## src/rtl/core/cnp_pkg.sv

```systemverilog
// Package for the chord notation parser: parser phases, event and error codes,
// character constants, token and result types. No dependencies.
`timescale 1ns / 1ps

package cnp_pkg;

  typedef enum logic [2:0] {
    PH_START  = 3'd0,
    PH_GAP    = 3'd1,
    PH_CHORD  = 3'd2,
    PH_SHARP  = 3'd3,
    PH_LETTER = 3'd4,
    PH_HALT   = 3'd5
  } phase_t;

  localparam logic [1:0] KIND_NOTE  = 2'd0;
  localparam logic [1:0] KIND_CLOSE = 2'd1;
  localparam logic [1:0] KIND_END   = 2'd2;
  localparam logic [1:0] KIND_ERROR = 2'd3;

  localparam logic [2:0] ERR_NONE      = 3'd0;
  localparam logic [2:0] ERR_LETTER    = 3'd1;
  localparam logic [2:0] ERR_ORDER     = 3'd2;
  localparam logic [2:0] ERR_OVERFULL  = 3'd3;
  localparam logic [2:0] ERR_CHORDS    = 3'd4;

  localparam logic [5:0] NO_TONIC  = 6'd42;
  localparam logic [5:0] OCTAVE    = 6'd14;
  localparam logic [3:0] BIG_LIMIT = 4'd5;

  localparam logic [7:0] CH_LBR   = 8'h5B;  // [
  localparam logic [7:0] CH_RBR   = 8'h5D;  // ]
  localparam logic [7:0] CH_CARET = 8'h5E;  // ^
  localparam logic [7:0] CH_COMMA = 8'h2C;  // ,
  localparam logic [7:0] CH_BAR   = 8'h7C;  // |
  localparam logic [7:0] CH_SPACE = 8'h20;
  localparam logic [7:0] CH_TAB   = 8'h09;
  localparam logic [7:0] CH_CR    = 8'h0D;
  localparam logic [7:0] CH_LF    = 8'h0A;

  // Token queue between front and back
  localparam int QDEPTH = 2;
  localparam int QPW    = (QDEPTH > 1) ? $clog2(QDEPTH) : 1;
  localparam int QCW    = $clog2(QDEPTH + 1);

  // Classified text byte
  typedef struct packed {
    logic       is_lbr;
    logic       is_rbr;
    logic       is_caret;
    logic       is_comma;
    logic       is_blank;
    logic [5:0] letter;   // 0 when the byte is no note letter
  } tok_t;

  // One result item
  typedef struct packed {
    logic [1:0] kind;
    logic [5:0] note;
    logic [6:0] chord;
    logic [3:0] cnt;
    logic [5:0] low;
    logic       big;
    logic [2:0] err;
    logic       last;
  } res_t;

  function automatic logic [5:0] letter_value(input logic [7:0] c);
    logic [5:0] v;
    case (c)
      8'h43:   v = 6'd14;  // C
      8'h44:   v = 6'd16;  // D
      8'h45:   v = 6'd18;  // E
      8'h46:   v = 6'd20;  // F
      8'h47:   v = 6'd22;  // G
      8'h41:   v = 6'd24;  // A
      8'h42:   v = 6'd26;  // B
      8'h63:   v = 6'd28;  // c
      8'h64:   v = 6'd30;  // d
      8'h65:   v = 6'd32;  // e
      8'h66:   v = 6'd34;  // f
      8'h67:   v = 6'd36;  // g
      8'h61:   v = 6'd38;  // a
      8'h62:   v = 6'd40;  // b
      default: v = 6'd0;
    endcase
    return v;
  endfunction

endpackage

```

## src/rtl/core/cnp_if.sv

```systemverilog
// Valid/ready channel interfaces of the chord notation parser.
// Plain logic only; no package needed.
`timescale 1ns / 1ps

interface cnp_in_if;
  logic       valid;
  logic       ready;
  logic [7:0] text_byte;

  modport source (output valid, output text_byte, input ready);
  modport sink   (input valid, input text_byte, output ready);
endinterface

interface cnp_out_if;
  logic       valid;
  logic       ready;
  logic [1:0] event_kind;
  logic [5:0] note_value;
  logic [6:0] chord_number;
  logic [3:0] notes_in_chord;
  logic [5:0] lowest_note;
  logic       big_chord;
  logic [2:0] error_code;
  logic       last_of_run;

  modport source (output valid, output event_kind, output note_value, output chord_number,
                  output notes_in_chord, output lowest_note, output big_chord,
                  output error_code, output last_of_run, input ready);
  modport sink   (input valid, input event_kind, input note_value, input chord_number,
                  input notes_in_chord, input lowest_note, input big_chord,
                  input error_code, input last_of_run, output ready);
endinterface

```

## src/rtl/core/cnp_front.sv

```systemverilog
// Front of the chord parser: classifies each text byte and queues the token.
// Depends on cnp_pkg and cnp_in_if.
`timescale 1ns / 1ps

module cnp_front (
  input  logic          clk,
  input  logic          rst_n,
  cnp_in_if.sink        in_if,
  output cnp_pkg::tok_t tok,
  output logic          tok_valid,
  input  logic          tok_pop
);
  import cnp_pkg::*;

  tok_t             q_r [QDEPTH];
  logic [QPW-1:0]   wr_ptr_r, wr_ptr_nxt;
  logic [QPW-1:0]   rd_ptr_r, rd_ptr_nxt;
  logic [QCW-1:0]   cnt_r, cnt_nxt;
  tok_t             cls;
  logic             push, pop;

  // Classify the incoming byte
  always_comb begin
    cls.is_lbr   = (in_if.text_byte == CH_LBR);
    cls.is_rbr   = (in_if.text_byte == CH_RBR);
    cls.is_caret = (in_if.text_byte == CH_CARET);
    cls.is_comma = (in_if.text_byte == CH_COMMA);
    cls.is_blank = (in_if.text_byte == CH_SPACE) || (in_if.text_byte == CH_TAB) ||
                   (in_if.text_byte == CH_CR) || (in_if.text_byte == CH_LF) ||
                   (in_if.text_byte == CH_BAR);
    cls.letter   = letter_value(in_if.text_byte);
  end

  assign in_if.ready = (cnt_r != QCW'(QDEPTH));
  assign push        = in_if.valid && in_if.ready;
  assign tok_valid   = (cnt_r != '0);
  assign pop         = tok_pop && tok_valid;
  assign tok         = q_r[rd_ptr_r];

  always_comb begin
    wr_ptr_nxt = wr_ptr_r;
    rd_ptr_nxt = rd_ptr_r;
    cnt_nxt    = cnt_r;
    if (push) begin
      wr_ptr_nxt = (wr_ptr_r == QPW'(QDEPTH - 1)) ? '0 : wr_ptr_r + 1'b1;
    end
    if (pop) begin
      rd_ptr_nxt = (rd_ptr_r == QPW'(QDEPTH - 1)) ? '0 : rd_ptr_r + 1'b1;
    end
    if (push && !pop) begin
      cnt_nxt = cnt_r + 1'b1;
    end else if (pop && !push) begin
      cnt_nxt = cnt_r - 1'b1;
    end
  end

  always_ff @(posedge clk) begin
    if (!rst_n) begin
      wr_ptr_r <= '0;
      rd_ptr_r <= '0;
      cnt_r    <= '0;
    end else begin
      wr_ptr_r <= wr_ptr_nxt;
      rd_ptr_r <= rd_ptr_nxt;
      cnt_r    <= cnt_nxt;
    end
  end

  always_ff @(posedge clk) begin
    if (push) begin
      q_r[wr_ptr_r] <= cls;
    end
  end

endmodule

```

## src/rtl/core/cnp_back.sv

```systemverilog
// Back of the chord parser: runs the chord grammar on queued tokens and drives
// the result channel through an output register plus one spare slot.
// Depends on cnp_pkg and cnp_out_if.
`timescale 1ns / 1ps

module cnp_back #(
  parameter int MAX_CHORD_NOTES = 8,
  parameter int MAX_CHORDS      = 64
) (
  input  logic          clk,
  input  logic          rst_n,
  input  cnp_pkg::tok_t tok,
  input  logic          tok_valid,
  output logic          tok_pop,
  cnp_out_if.source     out_if
);
  import cnp_pkg::*;

  phase_t     phase_r, phase_nxt;
  logic [5:0] pending_r, pending_nxt;
  logic [5:0] prev_r, prev_nxt;
  logic [3:0] count_r, count_nxt;
  logic [5:0] tonic_r, tonic_nxt;
  logic [6:0] total_r, total_nxt;

  res_t       out_r, out_nxt;
  logic       out_valid_r, out_valid_nxt;
  res_t       spare_r, spare_nxt;
  logic       spare_valid_r, spare_valid_nxt;

  logic       load_ok;
  logic [1:0] nres;
  res_t       r1, r2;

  // Note ending inside a letter phase
  logic [5:0] note_v;
  logic       note_bad;
  logic [5:0] note_tonic;

  // Chord-body byte handling, shared by the chord and letter phases
  logic [3:0] cb_count;
  logic [5:0] cb_tonic;
  logic       cb_has;
  res_t       cb_res;
  phase_t     cb_phase;
  logic       cb_close;
  logic       cb_load;

  assign load_ok = !out_valid_r || out_if.ready;
  assign tok_pop = load_ok && !spare_valid_r && tok_valid;

  assign note_v     = tok.is_comma ? (pending_r - OCTAVE) : pending_r;
  assign note_bad   = (count_r != '0) && (note_v <= prev_r);
  assign note_tonic = (note_v < tonic_r) ? note_v : tonic_r;

  always_comb begin
    cb_count = (phase_r == PH_LETTER) ? count_r + 1'b1 : count_r;
    cb_tonic = (phase_r == PH_LETTER) ? note_tonic : tonic_r;
    cb_has   = 1'b0;
    cb_res   = '0;
    cb_phase = phase_r;
    cb_close = 1'b0;
    cb_load  = 1'b0;
    cb_res.chord = total_r;
    if (tok.is_rbr) begin
      cb_has       = 1'b1;
      cb_res.kind  = KIND_CLOSE;
      cb_res.cnt   = cb_count;
      cb_res.low   = cb_tonic;
      cb_res.big   = (cb_count > BIG_LIMIT);
      cb_close     = 1'b1;
      cb_phase     = PH_GAP;
    end else if (cb_count >= 4'(MAX_CHORD_NOTES)) begin
      cb_has      = 1'b1;
      cb_res.kind = KIND_ERROR;
      cb_res.err  = ERR_OVERFULL;
      cb_phase    = PH_HALT;
    end else if (tok.is_caret) begin
      cb_phase = PH_SHARP;
    end else if (tok.letter == '0) begin
      cb_has      = 1'b1;
      cb_res.kind = KIND_ERROR;
      cb_res.err  = ERR_LETTER;
      cb_phase    = PH_HALT;
    end else begin
      cb_load  = 1'b1;
      cb_phase = PH_LETTER;
    end
  end

  // Grammar step for one token: up to two results and the next parser state
  always_comb begin
    phase_nxt   = phase_r;
    pending_nxt = pending_r;
    prev_nxt    = prev_r;
    count_nxt   = count_r;
    tonic_nxt   = tonic_r;
    total_nxt   = total_r;
    nres        = 2'd0;
    r1          = '0;
    r2          = '0;
    r1.chord    = total_r;
    case (phase_r)
      PH_START, PH_GAP: begin
        if (tok.is_lbr) begin
          if (total_r >= 7'(MAX_CHORDS)) begin
            nres      = 2'd1;
            r1.kind   = KIND_ERROR;
            r1.err    = ERR_CHORDS;
            phase_nxt = PH_HALT;
          end else begin
            count_nxt = '0;
            prev_nxt  = '0;
            tonic_nxt = NO_TONIC;
            phase_nxt = PH_CHORD;
          end
        end else if (!(phase_r == PH_GAP && tok.is_blank)) begin
          nres      = 2'd1;
          r1.kind   = KIND_END;
          phase_nxt = PH_HALT;
        end
      end
      PH_CHORD: begin
        nres      = {1'b0, cb_has};
        r1        = cb_res;
        phase_nxt = cb_phase;
        if (cb_close) begin
          total_nxt = total_r + 1'b1;
        end
        if (cb_load) begin
          pending_nxt = tok.letter;
        end
      end
      PH_SHARP: begin
        if (tok.letter == '0) begin
          nres      = 2'd1;
          r1.kind   = KIND_ERROR;
          r1.err    = ERR_LETTER;
          phase_nxt = PH_HALT;
        end else begin
          pending_nxt = tok.letter + 1'b1;
          phase_nxt   = PH_LETTER;
        end
      end
      PH_LETTER: begin
        nres = 2'd1;
        r1.note = note_v;
        if (note_bad) begin
          r1.kind   = KIND_ERROR;
          r1.err    = ERR_ORDER;
          phase_nxt = PH_HALT;
        end else begin
          r1.kind   = KIND_NOTE;
          prev_nxt  = note_v;
          count_nxt = count_r + 1'b1;
          tonic_nxt = note_tonic;
          phase_nxt = PH_CHORD;
          if (!tok.is_comma) begin
            // the ending byte is also a chord-body byte: it starts the next note, closes the chord or raises an error
            nres      = cb_has ? 2'd2 : 2'd1;
            r2        = cb_res;
            phase_nxt = cb_phase;
            if (cb_close) begin
              total_nxt = total_r + 1'b1;
            end
            if (cb_load) begin
              pending_nxt = tok.letter;
            end
          end
        end
      end
      default: begin
        // halted: swallow the byte
      end
    endcase
    if (nres == 2'd1) begin
      r1.last = 1'b1;
    end
    if (nres == 2'd2) begin
      r2.last = 1'b1;
    end
  end

  // Output register and spare slot
  always_comb begin
    out_nxt         = out_r;
    out_valid_nxt   = out_valid_r;
    spare_nxt       = spare_r;
    spare_valid_nxt = spare_valid_r;
    if (load_ok) begin
      if (spare_valid_r) begin
        out_nxt         = spare_r;
        out_valid_nxt   = 1'b1;
        spare_valid_nxt = 1'b0;
      end else if (tok_valid && nres != 2'd0) begin
        out_nxt         = r1;
        out_valid_nxt   = 1'b1;
        spare_nxt       = r2;
        spare_valid_nxt = (nres == 2'd2);
      end else begin
        out_valid_nxt = 1'b0;
      end
    end
  end

  always_ff @(posedge clk) begin
    if (!rst_n) begin
      phase_r       <= PH_START;
      pending_r     <= '0;
      prev_r        <= '0;
      count_r       <= '0;
      tonic_r       <= NO_TONIC;
      total_r       <= '0;
      out_valid_r   <= 1'b0;
      spare_valid_r <= 1'b0;
    end else begin
      if (tok_pop) begin
        phase_r   <= phase_nxt;
        pending_r <= pending_nxt;
        prev_r    <= prev_nxt;
        count_r   <= count_nxt;
        tonic_r   <= tonic_nxt;
        total_r   <= total_nxt;
      end
      out_valid_r   <= out_valid_nxt;
      spare_valid_r <= spare_valid_nxt;
    end
  end

  always_ff @(posedge clk) begin
    out_r   <= out_nxt;
    spare_r <= spare_nxt;
  end

  assign out_if.valid          = out_valid_r;
  assign out_if.event_kind     = out_r.kind;
  assign out_if.note_value     = out_r.note;
  assign out_if.chord_number   = out_r.chord;
  assign out_if.notes_in_chord = out_r.cnt;
  assign out_if.lowest_note    = out_r.low;
  assign out_if.big_chord      = out_r.big;
  assign out_if.error_code     = out_r.err;
  assign out_if.last_of_run    = out_r.last;

endmodule

```

## src/rtl/core/chord_notation_parser_core.sv

```systemverilog
// Top level of the chord notation parser: front classifier, token queue and
// grammar back end. Depends on cnp_pkg, cnp_if, cnp_front and cnp_back.
`timescale 1ns / 1ps
//
//  channel | direction | handshake        | payload
//  --------+-----------+------------------+------------------------------------
//  in_if   | sink      | valid/ready      | text_byte[7:0]
//  out_if  | source    | valid/ready      | event_kind, note_value, chord_number,
//          |           |                  | notes_in_chord, lowest_note,
//          |           |                  | big_chord, error_code, last_of_run
//
//  Throughput: one byte per cycle while out_if.ready is high and the spare slot
//  is empty; a byte that yields two results (a note ended by ']' or by a byte
//  raising an error) holds the back end while the single output register
//  drains the spare slot. Path: a byte enters the token queue when it
//  transfers; its first result is registered in out_r when the back end pops it.
//  Reset: synchronous, active-low rst_n; parser returns to "before first chord".
//  Stalls: the two-entry token queue lets the input keep transferring while a
//  result waits on out_if.ready; in_if.ready drops only when the queue is full.

module chord_notation_parser_core #(
  parameter int MAX_CHORD_NOTES = 8,
  parameter int MAX_CHORDS      = 64
) (
  input  logic       clk,
  input  logic       rst_n,
  cnp_in_if.sink     in_if,
  cnp_out_if.source  out_if
);
  import cnp_pkg::*;

  tok_t tok;        // classified byte at the queue head
  logic tok_valid;  // queue holds a token
  logic tok_pop;    // back end takes the head token

  // Classify bytes and buffer them ahead of the grammar
  cnp_front u_front (
    .clk       (clk),
    .rst_n     (rst_n),
    .in_if     (in_if),
    .tok       (tok),
    .tok_valid (tok_valid),
    .tok_pop   (tok_pop)
  );

  // Advance the parser and emit note, chord, end and error events
  cnp_back #(
    .MAX_CHORD_NOTES (MAX_CHORD_NOTES),
    .MAX_CHORDS      (MAX_CHORDS)
  ) u_back (
    .clk       (clk),
    .rst_n     (rst_n),
    .tok       (tok),
    .tok_valid (tok_valid),
    .tok_pop   (tok_pop),
    .out_if    (out_if)
  );

endmodule

```

## src/flat_wrapper.sv

```systemverilog
// flat-port wrapper written by rule: the top's interface ports become plain ports
module chord_notation_parser_core_flat import cnp_pkg::*;
#(
  parameter int MAX_CHORD_NOTES = 8,
  parameter int MAX_CHORDS      = 64
)
  (clk, rst_n, in_if_valid, in_if_text_byte, in_if_ready, out_if_valid, out_if_event_kind, out_if_note_value, out_if_chord_number, out_if_notes_in_chord, out_if_lowest_note, out_if_big_chord, out_if_error_code, out_if_last_of_run, out_if_ready);
  cnp_in_if in_if_i ();
  cnp_out_if out_if_i ();
  input  logic clk;
  input  logic rst_n;
  input wire logic [$bits(in_if_i.valid)-1:0] in_if_valid;
  input wire logic [$bits(in_if_i.text_byte)-1:0] in_if_text_byte;
  output wire logic [$bits(in_if_i.ready)-1:0] in_if_ready;
  output wire logic [$bits(out_if_i.valid)-1:0] out_if_valid;
  output wire logic [$bits(out_if_i.event_kind)-1:0] out_if_event_kind;
  output wire logic [$bits(out_if_i.note_value)-1:0] out_if_note_value;
  output wire logic [$bits(out_if_i.chord_number)-1:0] out_if_chord_number;
  output wire logic [$bits(out_if_i.notes_in_chord)-1:0] out_if_notes_in_chord;
  output wire logic [$bits(out_if_i.lowest_note)-1:0] out_if_lowest_note;
  output wire logic [$bits(out_if_i.big_chord)-1:0] out_if_big_chord;
  output wire logic [$bits(out_if_i.error_code)-1:0] out_if_error_code;
  output wire logic [$bits(out_if_i.last_of_run)-1:0] out_if_last_of_run;
  input wire logic [$bits(out_if_i.ready)-1:0] out_if_ready;
  assign in_if_i.valid = in_if_valid;
  assign in_if_i.text_byte = in_if_text_byte;
  assign in_if_ready = in_if_i.ready;
  assign out_if_valid = out_if_i.valid;
  assign out_if_event_kind = out_if_i.event_kind;
  assign out_if_note_value = out_if_i.note_value;
  assign out_if_chord_number = out_if_i.chord_number;
  assign out_if_notes_in_chord = out_if_i.notes_in_chord;
  assign out_if_lowest_note = out_if_i.lowest_note;
  assign out_if_big_chord = out_if_i.big_chord;
  assign out_if_error_code = out_if_i.error_code;
  assign out_if_last_of_run = out_if_i.last_of_run;
  assign out_if_i.ready = out_if_ready;
  chord_notation_parser_core #(.MAX_CHORD_NOTES(MAX_CHORD_NOTES), .MAX_CHORDS(MAX_CHORDS)) u_core (.clk(clk), .rst_n(rst_n), .in_if(in_if_i), .out_if(out_if_i));
endmodule
```

## config.mk

```make
export PLATFORM = sky130hd
export DESIGN_NAME = chord_notation_parser_core_flat
export DESIGN_NICKNAME = d
export VERILOG_FILES = /design/src/rtl/core/cnp_pkg.sv /design/src/rtl/core/cnp_if.sv /design/src/rtl/core/cnp_front.sv /design/src/rtl/core/cnp_back.sv /design/src/rtl/core/chord_notation_parser_core.sv /design/src/flat_wrapper.sv
export SDC_FILE = /design/constraint.sdc
export NUM_CORES = 1
export LEC_CHECK = 0
export BUFFER_PORTS_ARGS = -buffer_cell sky130_fd_sc_hd__buf_2
export CAP_MARGIN = 20
export CORE_UTILIZATION = 37
export DETAILED_ROUTE_END_ITERATION = 6
export GPL_ROUTABILITY_DRIVEN = 0
export SETUP_SLACK_MARGIN = 0.4
export SYNTH_ARGS = -nofsm -noshare
export SYNTH_HDL_FRONTEND = slang
export SYNTH_SLANG_ARGS = --single-unit
```

## constraint.sdc

```tcl
create_clock -name clk -period 4.5 [get_ports clk]
set_input_delay 0.9 -clock clk [delete_from_list [all_inputs] [get_ports clk]]
set_output_delay 0.9 -clock clk [all_outputs]
set_load 0.02 [all_outputs]
```

==> results <==
- The run finished, with violations left.
- The final reports fail on design-rule violations.
- Detailed routing inserted a total of 4231 vias.
- The number of nets in the synthesized netlist is approximately 580.
- The number of global-route vias before repair is 4096.
- The class of the most critical setup path is flip-flop to flip-flop.
- The synthesis-stage register bit count is roughly 110.
- TritonCTS built the clock tree.
- The H-tree was split into 3 levels.
- The area added between synthesis and finish is 13.39%.
- In this run the count of I/O pins placed on the die edge is 44.
- Averaged over all synthesized cells, the footprint is 10.25 sq um.
- In the final routed layout, each cell accounts on average for roughly 16 um.
- The post-route netlist has 14.80% of its cells at a drive strength greater than 1.
- The maximum clock skew at final layout is between 7 and 8 ps.
- The number of hold buffers added after CTS was 0.
- The count of final hold-check violations is 0.
- The share of the core filled with cells in the final layout is 43.33%.
- The starting utilization of the core area is 38.21%.
- Summing every instance area after synthesis gives 0.005595 sq mm.
- The timing-limited maximum frequency is 269.7 MHz.
- For this block, wires on met1 add up to between 5000 and 6000 um.
- The final-report setup violation count is 0.
- The worst path in the final design needs a cycle of 3707 ps, including I/O delays and setup.
- Counting along the longest clock path gives a buffer depth of 2.
- During synthesis, Yosys emitted a total of 0 warnings.
- The number of buffers added on ports is 43.
- The net count of the finished layout is 613.
- Entering global routing, the biggest net connects 37 pins.
- Detailed placement finished with a half-perimeter wire length of 8960 um.
- The amount of wire on met3 after detailed routing is 749 um.
- The min-delay analysis places its worst path in the category flip-flop to flip-flop.
- The transition time at the pin with the least slew margin is 830.7 ps.
- The count of antenna-violating nets left after detailed routing is 0.
- The nature of the critical path endpoint is a flip-flop.
- The worst-case vdd ir drop is between 0.2 and 0.25 mV.
- The initial antenna violation count is 0.
- The violation count after the first detailed-routing iteration is 360.
- The number of search-and-repair iterations in the first detailed-routing pass is 7.
- The ratio of routed vias to standard cells is 5.481.
- The insertion delay of the later-clocked pin in the worst-skew pair is 350 ps.
- The portion of the clock cycle consumed by the worst path in the final layout is 82.38%.
- In the synthesized netlist the dominant register cell turns out to be edfxtp_1.
- The number of CTS-inserted buffers is 9.
- After synthesis, flip-flops and latches occupy 53.13% of the total area.
- The filler cells instantiated in the layout total 1402.
- Global routing used 16.56% of the available tracks.
- The tree is rooted in a clkbuf_16.
- At the worst endpoint, the required time is 4740 ps.
- From bottom edge to top edge, the die measures 125.0 um.
- The power density over the cells is 595.3 mW/mm^2.
- The worst-case headroom to the max-slew limit is 44.11%.
- The tool flagged a number of max-cap violations equal to 0.
- In this run the static leakage power is around 2.4 nW.
- The first global-routing pass estimated 20780 um of wire.
- Clock-pin slew was measured on the worst setup and hold paths at 80 ps.
- STA classifies the critical path startpoint as a flip-flop.
- The die footprint is 0.01562 sq mm.
- After detailed routing, the number of remaining DRC violations is 8.
- The post-CTS setup repair buffer count is 0.
- Measured along the x axis, the die boundary spans 125.0 um.
- The number of distinct library cell variants in the gate-level netlist after synthesis is between 60 and 70.
- The total area inside the core boundary comes to 0.01464 sq mm.
- The summed negative setup slack over all endpoints is 0 ps.
- Setup repair after global routing left no endpoint under its margin.
- Summing all non-filler instances in the final layout gives an area of 0.006345 sq mm.
- The final count of pins violating max slew is 0.
- For this design, the sink count on the clock tree is ~110.
- The post-synthesis instance total is 546.
- In this run the core area contains 44 standard-cell rows.
- The count of flip-flops with a built-in enable after synthesis is 73.
- The proportion of synthesized flip-flops having asynchronous set or reset is 0%.
- The wire length after detailed routing is 12530 um.
- The instance area after placement is 0.006010 sq mm.
- The routed wire length on met2 is 5793 um.
- After global routing the overflow that remains totals 0.
- Along the worst path, the maximum fanout reaches 10.
- The number of diodes added for antenna fixing is 0.
- The highest layer touched by signal routing is met4.
- For the worst setup path, the data arrival time is 3950 ps.
routing by layer:
metal  vias up  global-route usage (%)
li1       2082                       -
met1      1986                   21.91
met2       150                   26.85
met3        13                   3.380
met4         0                   6.026
met5         -                       0
report_power, final:
part	total, W	switching [W]	internal, W
logic	0.00133	0.000923	0.000411
registers	0.00156	0.000109	0.00145
clock network	0.000881	0.000385	0.000496
sequential cells by signal (all words and copies together) (netlist names), 2 cells and up, named ones only:
signal                               cells
u_core.u_back.out_if.chord_number        7
u_core.u_front.q_r                      20
u_core.u_back.out_if.note_value          6
u_core.u_back.prev_r                     6
u_core.u_back.out_if.error_code          3
u_core.u_back.pending_r                  6
u_core.u_back.out_if.event_kind          2
u_core.u_back.phase_r                    3
u_core.u_front.cnt_r                     2
u_core.u_back.count_r                    4
u_core.u_back.out_if.lowest_note         6
u_core.u_back.out_if.notes_in_chord      4
u_core.u_back.spare_r                   23
u_core.u_back.total_r                    7
u_core.u_back.tonic_r                    6
path summary, 6_finish.rpt:
kind                                         from                                     to  slack (ps)  depth (start not counted)
max reg2reg                             flip-flop  u_core.u_back.tonic_r[4]$_SDFFE_PN0P_         790                         11
min          u_core.u_back.prev_r[2]$_SDFFE_PN0P_   u_core.u_back.prev_r[2]$_SDFFE_PN0P_         480                          2
max                                     flip-flop  u_core.u_back.tonic_r[4]$_SDFFE_PN0P_         790                         11
min reg2reg  u_core.u_back.prev_r[2]$_SDFFE_PN0P_   u_core.u_back.prev_r[2]$_SDFFE_PN0P_         480                          2
timing repair:
| item | 4_1_cts | 5_1_grt |
|---|---|---|
| gates resized for setup | 0 | 1 |
| endpoints found under the setup margin | 0 | 5 |
| endpoints found under the hold margin | 0 | 0 |
cells in the final DEF, fill, tap and decap left out, types with 6 or more instances in the layout:
cell,instances
ha_1,18
nor2b_1,7
clkbuf_16,9
a21oi_1,28
nand2b_1,16
mux2_2,6
xor2_1,8
o21ai_0,43
nor2_1,49
nand2_1,51
and2_1,6
dfxtp_1,39
nand4_1,11
buf_2,43
mux2i_1,19
inv_1,27
nor3_1,14
buf_4,9
o211ai_1,6
edfxtp_1,73
nand3_1,10
a211oi_1,9
final cells by class:
class	count	area [sq um]	area share [%]
Tap cell	184	230.2	3.628
Timing Repair Buffer	52	282.8	4.457
Inverter	28	105.1	1.656
Sequential cell	112	2973	46.85
Clock buffer	9	225.2	3.550
Multi-Input combinational cell	380	2425	38.22
Clock inverter	7	103.9	1.637
through the flow:
stage	hold slack (ps)	setup WS (ps)	instances	power, W
after CTS	478.9	780.9	772	0.003792
after detailed placement	468.9	835.0	756	0.002916
after global routing	492.8	469.2	772	0.003989
after global placement	448.2	976.7	756	0.002880
final	475.4	792.8	772	0.003777
after floorplan	434.7	1037	546	0.002494
logic make-up after synthesis:
family                   after synthesis  synth area share [%]
multiplexers                          26                 5.009
XOR/XNOR                              10                 1.565
adder cells (fa/ha/maj)               18                 4.025
AO/OA/AOI/OAI                        132                 15.18
AND/OR/NAND/NOR                      194                 17.33
flip-flops                           112                 53.13
buffers and inverters                 54                 3.757
cells in the mapped netlist, types with 11 or more instances:
cell type,number,share of area (%)
edfxtp_1,73,39
nand2_1,51,3.4
nor2_1,50,3.4
o21ai_0,43,3.8
dfxtp_1,39,14
a21oi_1,29,2.6
inv_1,27,1.8
clkbuf_1,21,1.4
mux2i_1,19,3.4
ha_1,18,4.0
nand2b_1,16,1.8
nor3_1,14,1.3
nand4_1,11,1.2
critical path: stages (launching register included):
cell      delay, ps
dfxtp_1         390
mux2i_4         380
nand2b_1        170
xor2_1          260
inv_1           140
ha_1            320
nand4_1         140
a21oi_1         240
nor4_2          140
o31ai_1         660
o211ai_1        410
a32o_1          360
No activity file was read; power rests on OpenSTA's default activity.
